--- src/rtl/nfp_pkg.sv ---
`timescale 1ns / 1ps
package nfp_pkg;

  localparam logic [7:0] CH_DOLLAR = 8'h24;
  localparam logic [7:0] CH_STAR   = 8'h2A;
  localparam logic [7:0] CH_COMMA  = 8'h2C;
  localparam logic [7:0] CH_MINUS  = 8'h2D;
  localparam logic [7:0] CH_POINT  = 8'h2E;
  localparam logic [7:0] CH_ZERO   = 8'h30;
  localparam logic [7:0] CH_NINE   = 8'h39;
  localparam logic [7:0] CH_SPACE  = 8'h20;
  localparam logic [7:0] CH_LOW_Z  = 8'h7A;

  localparam logic [3:0] FRAC_LIMIT_RESET = 4'd5;
  localparam logic [3:0] FRAC_LIMIT_MAX   = 4'd9;
  localparam logic [5:0] FIELD_NUM_MAX    = 6'd63;

  // 0 means the address did not match a known sentence
  typedef enum logic [2:0] {
    KIND_NONE = 3'd0,
    KIND_RMC  = 3'd1,
    KIND_GGA  = 3'd2,
    KIND_GSA  = 3'd3,
    KIND_GSV  = 3'd4,
    KIND_VTG  = 3'd5
  } kind_t;

  typedef struct packed {
    logic [7:0] byte_in;
  } nfp_in_t;

  typedef struct packed {
    logic [2:0]         sentence_kind;
    logic [5:0]         field_number;
    logic signed [31:0] number_value;
    logic [3:0]         decimals;
    logic               empty_field;
    logic               not_numeric;
    logic [7:0]         lead_char;
    logic               sentence_end;
    logic [7:0]         xor_sum;
  } nfp_result_t;

  function automatic kind_t kind_of_tail(input logic [23:0] tail);
    kind_t k;
    case (tail)
      {8'h52, 8'h4D, 8'h43}: k = KIND_RMC;
      {8'h47, 8'h47, 8'h41}: k = KIND_GGA;
      {8'h47, 8'h53, 8'h41}: k = KIND_GSA;
      {8'h47, 8'h53, 8'h56}: k = KIND_GSV;
      {8'h56, 8'h54, 8'h47}: k = KIND_VTG;
      default:               k = KIND_NONE;
    endcase
    return k;
  endfunction

endpackage

--- src/rtl/nfp_ifs.sv ---
`timescale 1ns / 1ps
interface nfp_in_if;
  logic            valid;
  logic            ready;
  nfp_pkg::nfp_in_t data;
  modport source (output valid, output data, input ready);
  modport sink   (input valid, input data, output ready);
endinterface

interface nfp_out_if;
  logic                 valid;
  logic                 ready;
  nfp_pkg::nfp_result_t data;
  modport source (output valid, output data, input ready);
  modport sink   (input valid, input data, output ready);
endinterface

--- src/rtl/nfp_out_stage.sv ---
`timescale 1ns / 1ps
module nfp_out_stage (
  input  logic                 clk,
  input  logic                 rst_n,
  input  logic                 load,
  input  nfp_pkg::nfp_result_t load_data,
  output logic                 can_load,
  nfp_out_if.source            out_ch
);
  import nfp_pkg::*;

  logic        valid_r;
  logic        valid_nxt;
  nfp_result_t data_r;

  // a new item may land in the same cycle the held one is taken
  assign can_load = !valid_r || out_ch.ready;

  always_comb begin
    valid_nxt = valid_r;
    if (load) begin
      valid_nxt = 1'b1;
    end else if (out_ch.ready) begin
      valid_nxt = 1'b0;
    end
  end

  always_ff @(posedge clk) begin
    if (!rst_n) begin
      valid_r <= 1'b0;
    end else begin
      valid_r <= valid_nxt;
    end
  end

  always_ff @(posedge clk) begin
    if (load) begin
      data_r <= load_data;
    end
  end

  assign out_ch.valid = valid_r;
  assign out_ch.data  = data_r;

endmodule

--- src/rtl/nmea_field_parser.sv ---
`timescale 1ns / 1ps
// Latency: a result is valid in the cycle after the ',' or '*' byte that closes its field.
// Throughput: one byte per cycle; the field state updates directly on each accepted byte.
// The only stall comes from the single result register when out_ch is held not ready.
// Reset (rst_n, synchronous, active low): sentence state cleared, frac_limit back to 5,
// result register empty.
module nmea_field_parser (
  input  logic       clk,
  input  logic       rst_n,
  input  logic       cfg_we,
  input  logic [3:0] cfg_wdata,
  nfp_in_if.sink     in_ch,
  nfp_out_if.source  out_ch
);
  import nfp_pkg::*;

  logic [3:0]  frac_limit_r;
  logic        in_sentence_r, in_sentence_nxt;
  logic        in_address_r, in_address_nxt;
  logic [23:0] tail_r, tail_nxt;
  kind_t       kind_r, kind_nxt;
  logic [5:0]  comma_r, comma_nxt;
  logic [31:0] acc_r, acc_nxt;
  logic [3:0]  frac_r, frac_nxt;
  logic        sign_r, sign_nxt;
  logic        point_r, point_nxt;
  logic        bad_r, bad_nxt;
  logic        nonempty_r, nonempty_nxt;
  logic        broken_r, broken_nxt;
  logic [7:0]  first_r, first_nxt;
  logic [7:0]  xor_r, xor_nxt;

  logic        accept;
  logic        can_load;
  logic        emit;
  logic [7:0]  b;
  logic        is_digit;
  logic [3:0]  lim;
  logic [31:0] acc_times_ten;
  logic [31:0] signed_acc;
  nfp_result_t res;

  assign in_ch.ready = can_load;
  assign accept      = in_ch.valid && can_load;
  assign b           = in_ch.data.byte_in;
  assign is_digit    = (b >= CH_ZERO) && (b <= CH_NINE);
  assign lim         = (frac_limit_r > FRAC_LIMIT_MAX) ? FRAC_LIMIT_MAX : frac_limit_r;
  assign acc_times_ten = (acc_r << 3) + (acc_r << 1) + {28'd0, b[3:0]};
  assign signed_acc  = sign_r ? (32'd0 - acc_r) : acc_r;

  always_ff @(posedge clk) begin
    if (!rst_n) begin
      frac_limit_r <= FRAC_LIMIT_RESET;
    end else if (cfg_we) begin
      frac_limit_r <= cfg_wdata;
    end
  end

  always_comb begin
    in_sentence_nxt = in_sentence_r;
    in_address_nxt  = in_address_r;
    tail_nxt        = tail_r;
    kind_nxt        = kind_r;
    comma_nxt       = comma_r;
    acc_nxt         = acc_r;
    frac_nxt        = frac_r;
    sign_nxt        = sign_r;
    point_nxt       = point_r;
    bad_nxt         = bad_r;
    nonempty_nxt    = nonempty_r;
    broken_nxt      = broken_r;
    first_nxt       = first_r;
    xor_nxt         = xor_r;
    emit            = 1'b0;

    if (accept) begin
      if (b == CH_DOLLAR) begin
        in_sentence_nxt = 1'b1;
        in_address_nxt  = 1'b1;
        tail_nxt        = '0;
        kind_nxt        = KIND_NONE;
        comma_nxt       = '0;
        acc_nxt         = '0;
        frac_nxt        = '0;
        sign_nxt        = 1'b0;
        point_nxt       = 1'b0;
        bad_nxt         = 1'b0;
        nonempty_nxt    = 1'b0;
        broken_nxt      = 1'b0;
        first_nxt       = '0;
        xor_nxt         = '0;
      end else if (in_sentence_r && !broken_r) begin
        if ((b < CH_SPACE) || (b > CH_LOW_Z)) begin
          broken_nxt = 1'b1;
        end else begin
          if (b != CH_STAR) begin
            xor_nxt = xor_r ^ b;
          end
          if (in_address_r) begin
            if (b == CH_COMMA) begin
              kind_nxt       = kind_of_tail(tail_r);
              in_address_nxt = 1'b0;
              comma_nxt      = 6'd1;
            end else if (b == CH_STAR) begin
              in_sentence_nxt = 1'b0;
              in_address_nxt  = 1'b0;
            end else begin
              tail_nxt = {tail_r[15:0], b};
            end
          end else if ((b == CH_COMMA) || (b == CH_STAR)) begin
            emit         = (kind_r != KIND_NONE);
            acc_nxt      = '0;
            frac_nxt     = '0;
            sign_nxt     = 1'b0;
            point_nxt    = 1'b0;
            bad_nxt      = 1'b0;
            nonempty_nxt = 1'b0;
            first_nxt    = '0;
            if (b == CH_STAR) begin
              in_sentence_nxt = 1'b0;
            end else if (comma_r < FIELD_NUM_MAX) begin
              comma_nxt = comma_r + 6'd1;
            end
          end else begin
            if (!nonempty_r) begin
              first_nxt    = b;
              nonempty_nxt = 1'b1;
            end
            if (b == CH_MINUS) begin
              sign_nxt = 1'b1;
            end else if (b == CH_POINT) begin
              point_nxt = 1'b1;
            end else if (is_digit) begin
              if (!point_r) begin
                acc_nxt = acc_times_ten;
              end else if (frac_r < lim) begin
                acc_nxt  = acc_times_ten;
                frac_nxt = frac_r + 4'd1;
              end
            end else begin
              bad_nxt = 1'b1;
            end
          end
        end
      end
    end
  end

  always_comb begin
    res.sentence_kind = 3'(kind_r - 3'd1);
    res.field_number  = comma_r;
    res.number_value  = bad_r ? 32'sd0 : signed_acc;
    res.decimals      = bad_r ? 4'd0 : frac_r;
    res.empty_field   = !nonempty_r && (b != CH_STAR);
    res.not_numeric   = bad_r;
    res.lead_char     = first_r;
    res.sentence_end  = (b == CH_STAR);
    res.xor_sum       = (b == CH_STAR) ? xor_r : 8'd0;
  end

  always_ff @(posedge clk) begin
    if (!rst_n) begin
      in_sentence_r <= 1'b0;
      in_address_r  <= 1'b0;
      tail_r        <= '0;
      kind_r        <= KIND_NONE;
      comma_r       <= '0;
      acc_r         <= '0;
      frac_r        <= '0;
      sign_r        <= 1'b0;
      point_r       <= 1'b0;
      bad_r         <= 1'b0;
      nonempty_r    <= 1'b0;
      broken_r      <= 1'b0;
      first_r       <= '0;
      xor_r         <= '0;
    end else begin
      in_sentence_r <= in_sentence_nxt;
      in_address_r  <= in_address_nxt;
      tail_r        <= tail_nxt;
      kind_r        <= kind_nxt;
      comma_r       <= comma_nxt;
      acc_r         <= acc_nxt;
      frac_r        <= frac_nxt;
      sign_r        <= sign_nxt;
      point_r       <= point_nxt;
      bad_r         <= bad_nxt;
      nonempty_r    <= nonempty_nxt;
      broken_r      <= broken_nxt;
      first_r       <= first_nxt;
      xor_r         <= xor_nxt;
    end
  end

  nfp_out_stage u_out (
    .clk       (clk),
    .rst_n     (rst_n),
    .load      (emit),
    .load_data (res),
    .can_load  (can_load),
    .out_ch    (out_ch)
  );

  a_xor_only_at_end: assert property (@(posedge clk) disable iff (!rst_n)
    out_ch.valid |-> (out_ch.data.sentence_end || (out_ch.data.xor_sum == 8'd0)))
    else $error("checksum reported on a field that did not end the sentence");

  a_empty_is_zero: assert property (@(posedge clk) disable iff (!rst_n)
    (out_ch.valid && out_ch.data.empty_field) |->
      ((out_ch.data.lead_char == 8'd0) && (out_ch.data.number_value == 32'sd0)))
    else $error("empty field carries a value or lead character");

  a_bad_is_zero: assert property (@(posedge clk) disable iff (!rst_n)
    (out_ch.valid && out_ch.data.not_numeric) |->
      ((out_ch.data.number_value == 32'sd0) && (out_ch.data.decimals == 4'd0)))
    else $error("non-numeric field carries a value");

  a_dollar_restarts: assert property (@(posedge clk) disable iff (!rst_n)
    (accept && (b == CH_DOLLAR)) |=> (in_sentence_r && in_address_r && !broken_r))
    else $error("start of sentence not taken");

  a_frac_bounded: assert property (@(posedge clk) disable iff (!rst_n)
    frac_r <= FRAC_LIMIT_MAX)
    else $error("fraction digit count exceeds nine");

endmodule

--- src/flat_wrapper.sv ---
// flat-port wrapper written by rule: the top's interface ports become plain ports
module nmea_field_parser_flat import nfp_pkg::*;
  (clk, rst_n, cfg_we, cfg_wdata, in_ch_valid, in_ch_data, in_ch_ready, out_ch_valid, out_ch_data, out_ch_ready);
  nfp_in_if in_ch_i ();
  nfp_out_if out_ch_i ();
  input  logic clk;
  input  logic rst_n;
  input  logic cfg_we;
  input  logic [3:0] cfg_wdata;
  input wire logic [$bits(in_ch_i.valid)-1:0] in_ch_valid;
  input wire logic [$bits(in_ch_i.data)-1:0] in_ch_data;
  output wire logic [$bits(in_ch_i.ready)-1:0] in_ch_ready;
  output wire logic [$bits(out_ch_i.valid)-1:0] out_ch_valid;
  output wire logic [$bits(out_ch_i.data)-1:0] out_ch_data;
  input wire logic [$bits(out_ch_i.ready)-1:0] out_ch_ready;
  assign in_ch_i.valid = in_ch_valid;
  assign in_ch_i.data = in_ch_data;
  assign in_ch_ready = in_ch_i.ready;
  assign out_ch_valid = out_ch_i.valid;
  assign out_ch_data = out_ch_i.data;
  assign out_ch_i.ready = out_ch_ready;
  nmea_field_parser u_core (.clk(clk), .rst_n(rst_n), .cfg_we(cfg_we), .cfg_wdata(cfg_wdata), .in_ch(in_ch_i), .out_ch(out_ch_i));
endmodule
--- config.mk ---
export PLATFORM = sky130hd
export DESIGN_NAME = nmea_field_parser_flat
export DESIGN_NICKNAME = d
export VERILOG_FILES = /design/src/rtl/nfp_pkg.sv /design/src/rtl/nfp_ifs.sv /design/src/rtl/nfp_out_stage.sv /design/src/rtl/nmea_field_parser.sv /design/src/flat_wrapper.sv
export SDC_FILE = /design/constraint.sdc
export NUM_CORES = 1
export LEC_CHECK = 0
export BUFFER_PORTS_ARGS = -buffer_cell sky130_fd_sc_hd__buf_2
export CAP_MARGIN = 0
export CORE_UTILIZATION = 50
export CTS_BUF_LIST = sky130_fd_sc_hd__clkbuf_4
export CTS_CLUSTER_DIAMETER = 40
export DETAILED_ROUTE_END_ITERATION = 6
export PLACE_DENSITY = 0.69
export SLEW_MARGIN = 10
export SYNTH_ARGS = -nofsm -noshare
export SYNTH_HDL_FRONTEND = slang
export SYNTH_SLANG_ARGS = --single-unit
--- constraint.sdc ---
create_clock -name clk -period 8.5 [get_ports clk]
set_clock_uncertainty 0.2 [all_clocks]
set_input_delay 1.7 -clock clk [delete_from_list [all_inputs] [get_ports clk]]
set_output_delay 1.7 -clock clk [all_outputs]
set_load 0.01 [all_outputs]
======== Word level (Yosys, flattened, before mapping) ========
Index checks and enable logic that the tools add are counted.
word-level totals
  register bits after elaboration ......... 161
operators by class
  add/sub/neg operators ................... 6
  order comparisons ....................... 7
  eq/ne operators ......................... 23
  muxes and demuxes ....................... 102
  bitwise operators ....................... 1
  reduce and logical (&&, ||, !) cells .... 38
operators with widths
  kind                                                               count
  two-way mux 32 bit                                                 11
  two-way mux 24 bit                                                 6
  equality test 24 x 23 -> 1 bit, second input constant              5
  two-way mux 8 bit                                                  10
  two-way mux 1 bit                                                  50
  two-way mux 6 bit                                                  8
  two-way mux 4 bit                                                  11
  equality test 8 x 6 -> 1 bit, second input constant                5
  adder 32 bit                                                       1
  adder 32 x 4 -> 32 bit                                             1
  subtractor 1 x 32 -> 32 bit, first input constant                  1
  nonzero test 3 bit                                                 8
  AND reduction 5 bit                                                4
  two-way mux 3 bit                                                  5
  one-hot mux 3 bit (5 select lines)                                 1
  AND reduction 7 bit                                                2
  inequality test 3 bit, second input constant                       4
  AND reduction 6 bit                                                2
  nonzero test 2 bit                                                 6
  inequality test 3 x 1 -> 1 bit, second input constant              3
  AND reduction 9 bit                                                1
  greater-or-equal comparator 8 x 6 -> 1 bit, second input constant  1
  greater-than comparator 8 x 7 -> 1 bit, second input constant      1
  <= comparator 8 x 6 -> 1 bit, second input constant                1
  18 further kinds                                                   29

======== Longest topological paths before layout ========
  depth after elaboration ................. 13
  mapped depth ............................ 13

======== Modules after synthesis ========
A second synthesis with hierarchy kept.
unflattened totals
  cell total of the unflattened synthesis .. 885
  area, all modules ....................... 8,662.1 um^2
modules (own cells, without submodules)
  module             instances  cells an instance  area an instance (um^2)  seq. area each (um^2)
  nmea_field_parser  1          817                6,691.4                  1,921.8
  nfp_out_stage      1          68                 1,970.6                  1,941.9

======== Least setup slack after synthesis ========
OpenSTA, ideal clock, no wires.
  path type ............................... input to register
  start ................................... input port in_ch_data[4]
  end ..................................... register u_core.u_out.data_r (netlist bit u_core.u_out.out_ch.data[0]), enable pin
  library setup time ...................... 565 ps
  arrival ................................. 7,438 ps
  setup slack ............................. 297 ps
  cell stages on the path ................. 6
  path buffers ............................ 0
  cells stage by stage .................... or4b_1 nor2_1 nand2_1 a21oi_1 nand2_1 nor3_1
on the way
  word-level cells in the longest chain between the ends .. 8
ends and longest elaborated chain
  item                                                                                         RTL line                 RTL
  from (decl)                                                                                  flat_wrapper.sv:11       input wire logic [$bits(in_ch_i.data)-1:0] in_ch_data;
  parallel branches: the longest is 6 deep, another holds less-than comparator 8 x 6 -> 1 bit  n/a
  two-way mux 1 bit (*)                                                                        nmea_field_parser.sv:77  if (b == CH_DOLLAR) begin
  two-way mux 1 bit (*)                                                                        nmea_field_parser.sv:76  if (accept) begin
  named net u_core.emit                                                                        nmea_field_parser.sv:35  logic emit;
  to (signal assigned)                                                                         nfp_out_stage.sv:38      data_r <= load_data;
  to (decl)                                                                                    nfp_out_stage.sv:14      nfp_result_t data_r;
Mark *: on every way through the listed nets, which the timed path passes.
A chain may end at the register's enable or synchronous reset.

======== Worst setup path after layout ========
  start ................................... input port in_ch_data[3]
  end ..................................... register u_core.acc_r[30]
on the way
  word-level cells in the longest chain between the ends .. 11
ends and longest elaborated chain
  item                    RTL line                  RTL
  adder 32 x 4 -> 32 bit  nmea_field_parser.sv:48   assign acc_times_ten = (acc_r << 3) + (acc_r << 1) + {28'd0, b[3:0]};
  two-way mux 32 bit      nmea_field_parser.sv:136  end else if (frac_r < lim) begin
  two-way mux 32 bit      nmea_field_parser.sv:134  if (!point_r) begin
  two-way mux 32 bit      nmea_field_parser.sv:133  end else if (is_digit) begin
  two-way mux 32 bit      nmea_field_parser.sv:131  end else if (b == CH_POINT) begin
  two-way mux 32 bit      nmea_field_parser.sv:129  if (b == CH_MINUS) begin
  two-way mux 32 bit      nmea_field_parser.sv:110  end else if ((b == CH_COMMA) || (b == CH_STAR)) begin
  two-way mux 32 bit      nmea_field_parser.sv:99   if (in_address_r) begin
  two-way mux 32 bit      nmea_field_parser.sv:93   if ((b < CH_SPACE) || (b > CH_LOW_Z)) begin
  two-way mux 32 bit      nmea_field_parser.sv:92   end else if (in_sentence_r && !broken_r) begin
  two-way mux 32 bit      nmea_field_parser.sv:77
  to (signal assigned)    nmea_field_parser.sv:183  acc_r <= acc_nxt;
  to (decl)               nmea_field_parser.sv:23   logic [31:0] acc_r, acc_nxt;
Several ways; a longest one is shown, not always the timed one. The select of a mux whose other input is x is not followed.

==> impl_results.md <==
* Worst skew pair latency at 0.57 ns
* Post-Synth XOR/XNOR Area at 6.60%
* Register area at 0.00386 sq mm
* Number of synthesized flops with an enable pin at 64
* Placer Congestion at 0.861
* Final Power at 1.33 mW
* Worst hold path depth at 0
* Seq/Total Area, Yosys at 43.5%
* Crit path largest cell delay at 0.55 ns
* Die Height at 135 um
* Initial DRT Pass Iterations at 4
* Worst flop-to-flop path startpoint: u_core.acc_r[2]$_SDFFE_PN0P_
* Initial Util at 51.4%
* Net Count, Synth at 1027
* PortBufs at 82
* Tightest Pin Transition at 1.13 ns
* Worst Path Max Fanout at 9
* DRT iter0 DRCs at 620
* Hold Path End: u_core.u_out.out_ch.data[16]$_DFFE_PP_
* Ys flop type: dfxtp_1
* Hold Crit Start: u_core.first_r[7]$_SDFFE_PN0P_
* Largest family of logic cells by synthesized area: simple AND/OR/NAND/NOR gates
* Power Density at 136 mW/mm^2
* Nets at 1093
* Unrepaired setup endpoints after global routing: false
* Max-cap check violation count at 0
* CTS max path bufs at 2
* Clk pin slew, worst setup/hold paths at 0.13 ns
* Final setup viols at 0
* #FFs+latches synth at 161
* CP required at 8.73 ns
* WP data arrival at 4.93 ns
* Outcome: finished, final reports clean
* Area of the multi-input gates at 0.00480 sq mm
* Crit path launch type: input port
* Complex-gate fraction of the synthesized area at 15.5%
* Leakage at 3.88 nW
* Worst Path Class, Setup: input port to register
* Area growth, synth to finish at 10.2%
* Final HPWL DP at 14.2 mm
* Initial antenna violation count at 1
* Buffers & Inverters on Critical Path at 3
* Gr ovfl total at 0
* Most common cell after layout, fill and taps aside: nand2_1
* CTS tree: yes
* Commonest non-fill, non-tap cells in the layout: 112 x nand2_1, 97 x dfxtp_1, 89 x nor2_1
* Adder-cell share of the synthesized area at 9.74%
* Max Fclk at 213 MHz
* Post-route setup slack at 3.80 ns
* Vias/cell at 5.53
* Drt total wl at 19.5 mm
* Worst min path class: register to register
* Gate count of the mapped netlist at 942
* Critical-path top delay cell: fa_1
* CP Cell Sequence: buf_2 > inv_1 > fa_1 > inv_1 > fa_1 > a211oi_1 > nor2_1 > o211ai_1 > o21ai_0 > a311o_1 > a31oi_1 > xor2_1 > o21ai_1
* Final Max Slew Viols at 0
* Site Rows at 48
* Number of hold buffers added after CTS at 0
* Die area at 0.0183 sq mm
* Pre-CTS setup slack at 3.23 ns
* Clk sink count at 161
* Root Driver: clkbuf_4
* Synth warn at 0
* First-pass GRT wire length at 32.3 mm
* Slew HR at 24.3%
* Worst VDD drop at 0.155 mV
* H-tree Lvls at 4
* Layout cell share with drive strength beyond 1 at 12.8%
* Post-route DRC at 0
* Setup TNS at 0 ns
* R2r setup slk at 4.64 ns
* Largest net degree at the start of global routing at 72
* Delay-heaviest family, CP: compound AO/OA/AOI/OAI gates
* Simple-gate portion of the synthesized area at 20.7%
* CP Capture Type: register
* Core Area at 0.0173 sq mm
* Reg-to-reg endpoint: u_core.acc_r[30]$_SDFFE_PN0P_
* Fin. Hold Viols at 0
* FFs w/ async S/R, synth at 0%
* Final Cycle Share at 55.3%
* Global Route Usage Sum at 22.4%
* CTS buffer count at 17
* Worst R2R Path Depth at 12
* Yosys cell types at 66
* Routed via count at 6890
* Post-CTS setup repair buffer count at 0
* DR WL/cell at 15.6 um
* Synthesized area at 0.00889 sq mm
* Syn Area/Cell at 9.43 sq um
* Top-Level Pins at 83
* Antenna-violating nets left at 0
* Post_cts resized at 0
* Filler cells at 1552
* Multiplexer share of the synthesized area at 1.35%
* Period minus WS final at 4.70 ns
* Die width at 135 um
* Vias in the first global route at 6301
## power by group
part           internal, mW  leakage (nW)  switching (mW)
registers             0.797          1.22        0.000824
clock network         0.214         0.170           0.291
logic                0.0111          2.49          0.0205
## cell families (layout without fill, tap and decap cells)
| family | after synthesis | after routing |
|---|---|---|
| flip-flops | 161 | 161 |
| other | 0 | 1 |
| XOR/XNOR | 67 | 67 |
| AO/OA/AOI/OAI | 202 | 202 |
| multiplexers | 12 | 12 |
| adder cells (fa/ha/maj) | 68 | 68 |
| AND/OR/NAND/NOR | 372 | 372 |
| buffers and inverters | 60 | 139 |
## cell type report
type                    count  share of cell area, %
repair buffers             86                   4.50
multi-input cells         721                   49.0
clock inverters            15                   2.02
diodes                      1                 0.0256
clock buffers              17                   1.30
inverters                  21                  0.805
flip-flops and latches    161                   39.5
well taps                 225                   2.88
## cell usage after synthesis, types with 9 or more instances
| cell type | instances | area share [%] |
|---|---|---|
| xor2_1 | 51 | 5.0 |
| and2_1 | 21 | 1.5 |
| nand4_1 | 13 | 0.92 |
| clkbuf_1 | 30 | 1.3 |
| nand2_1 | 112 | 4.7 |
| dfxtp_1 | 97 | 22 |
| nor2_1 | 89 | 3.8 |
| edfxtp_1 | 64 | 22 |
| nor3_1 | 16 | 0.90 |
| o21ai_0 | 40 | 2.3 |
| a21boi_0 | 38 | 3.2 |
| xnor2_1 | 16 | 1.6 |
| inv_1 | 21 | 0.89 |
| ha_1 | 66 | 9.3 |
| nor2b_1 | 31 | 2.2 |
| o31ai_1 | 9 | 0.76 |
| nand3_1 | 34 | 1.9 |
| a21o_1 | 19 | 1.6 |
| a21oi_1 | 39 | 2.2 |
| mux2i_1 | 12 | 1.4 |
## flip-flops by register name, indices dropped and copies added (netlist names)
register                   flops
u_core.comma_r                 6
u_core.u_out.out_ch.valid      1
u_core.kind_r                  3
u_core.acc_r                  32
u_core.tail_r                 24
u_core.nonempty_r              1
u_core.frac_limit_r            4
u_core.in_address_r            1
u_core.point_r                 1
u_core.first_r                 8
u_core.xor_r                   8
u_core.in_sentence_r           1
u_core.sign_r                  1
u_core.bad_r                   1
u_core.frac_r                  4
u_core.broken_r                1
u_core.u_out.out_ch.data      64
## through the flow
step,utilization [%],instances,instance area (sq um),hold WS (ns)
after global routing,56.6,1247,9790,0.255
after detailed placement,54.7,1214,9460,0.211
after CTS,56.6,1246,9790,0.245
after global placement,54.7,1214,9460,0.217
after floorplan,-,942,8890,0.200
final,56.6,1247,9790,0.247
## routing by layer
| layer | routed length (um) | up-vias | global-route usage, % |
|---|---|---|---|
| li1 | - | 3535 | - |
| met1 | 10400 | 3188 | 35.1 |
| met2 | 8050 | 150 | 31.6 |
| met3 | 869 | 17 | 3.67 |
| met4 | 191 | 0 | 5.68 |
| met5 | 0 | - | 0 |
## how the worst max path moves through the flow
stage / cells past startpoint / slack [ns] / startpoint / to
floorplan: 6 / 0.30 / in_ch_data[4] / u_core.u_out.out_ch.data[0]$_SDFFCE_PN0P_
global placement: 13 / 3.28 / in_ch_data[3] / u_core.acc_r[30]$_SDFFE_PN0P_
detailed placement: 13 / 3.23 / in_ch_data[3] / u_core.acc_r[30]$_SDFFE_PN0P_
CTS: 13 / 3.84 / in_ch_data[3] / u_core.acc_r[30]$_SDFFE_PN0P_
global route: 13 / 3.44 / in_ch_data[3] / u_core.acc_r[30]$_SDFFE_PN0P_
finish: 13 / 3.80 / in_ch_data[3] / u_core.acc_r[30]$_SDFFE_PN0P_
## worst register-to-register path, cell delays in order (launching register included)
cell	delay, ns
dfxtp_1	0.60
inv_1	0.10
fa_1	0.49
inv_1	0.07
fa_1	0.48
a211oi_1	0.25
nor2_1	0.12
o211ai_1	0.31
o21ai_0	0.30
a311o_1	0.42
a31oi_1	0.19
xor2_1	0.16
o21ai_1	0.07
(Power assumes the default switching activity.)
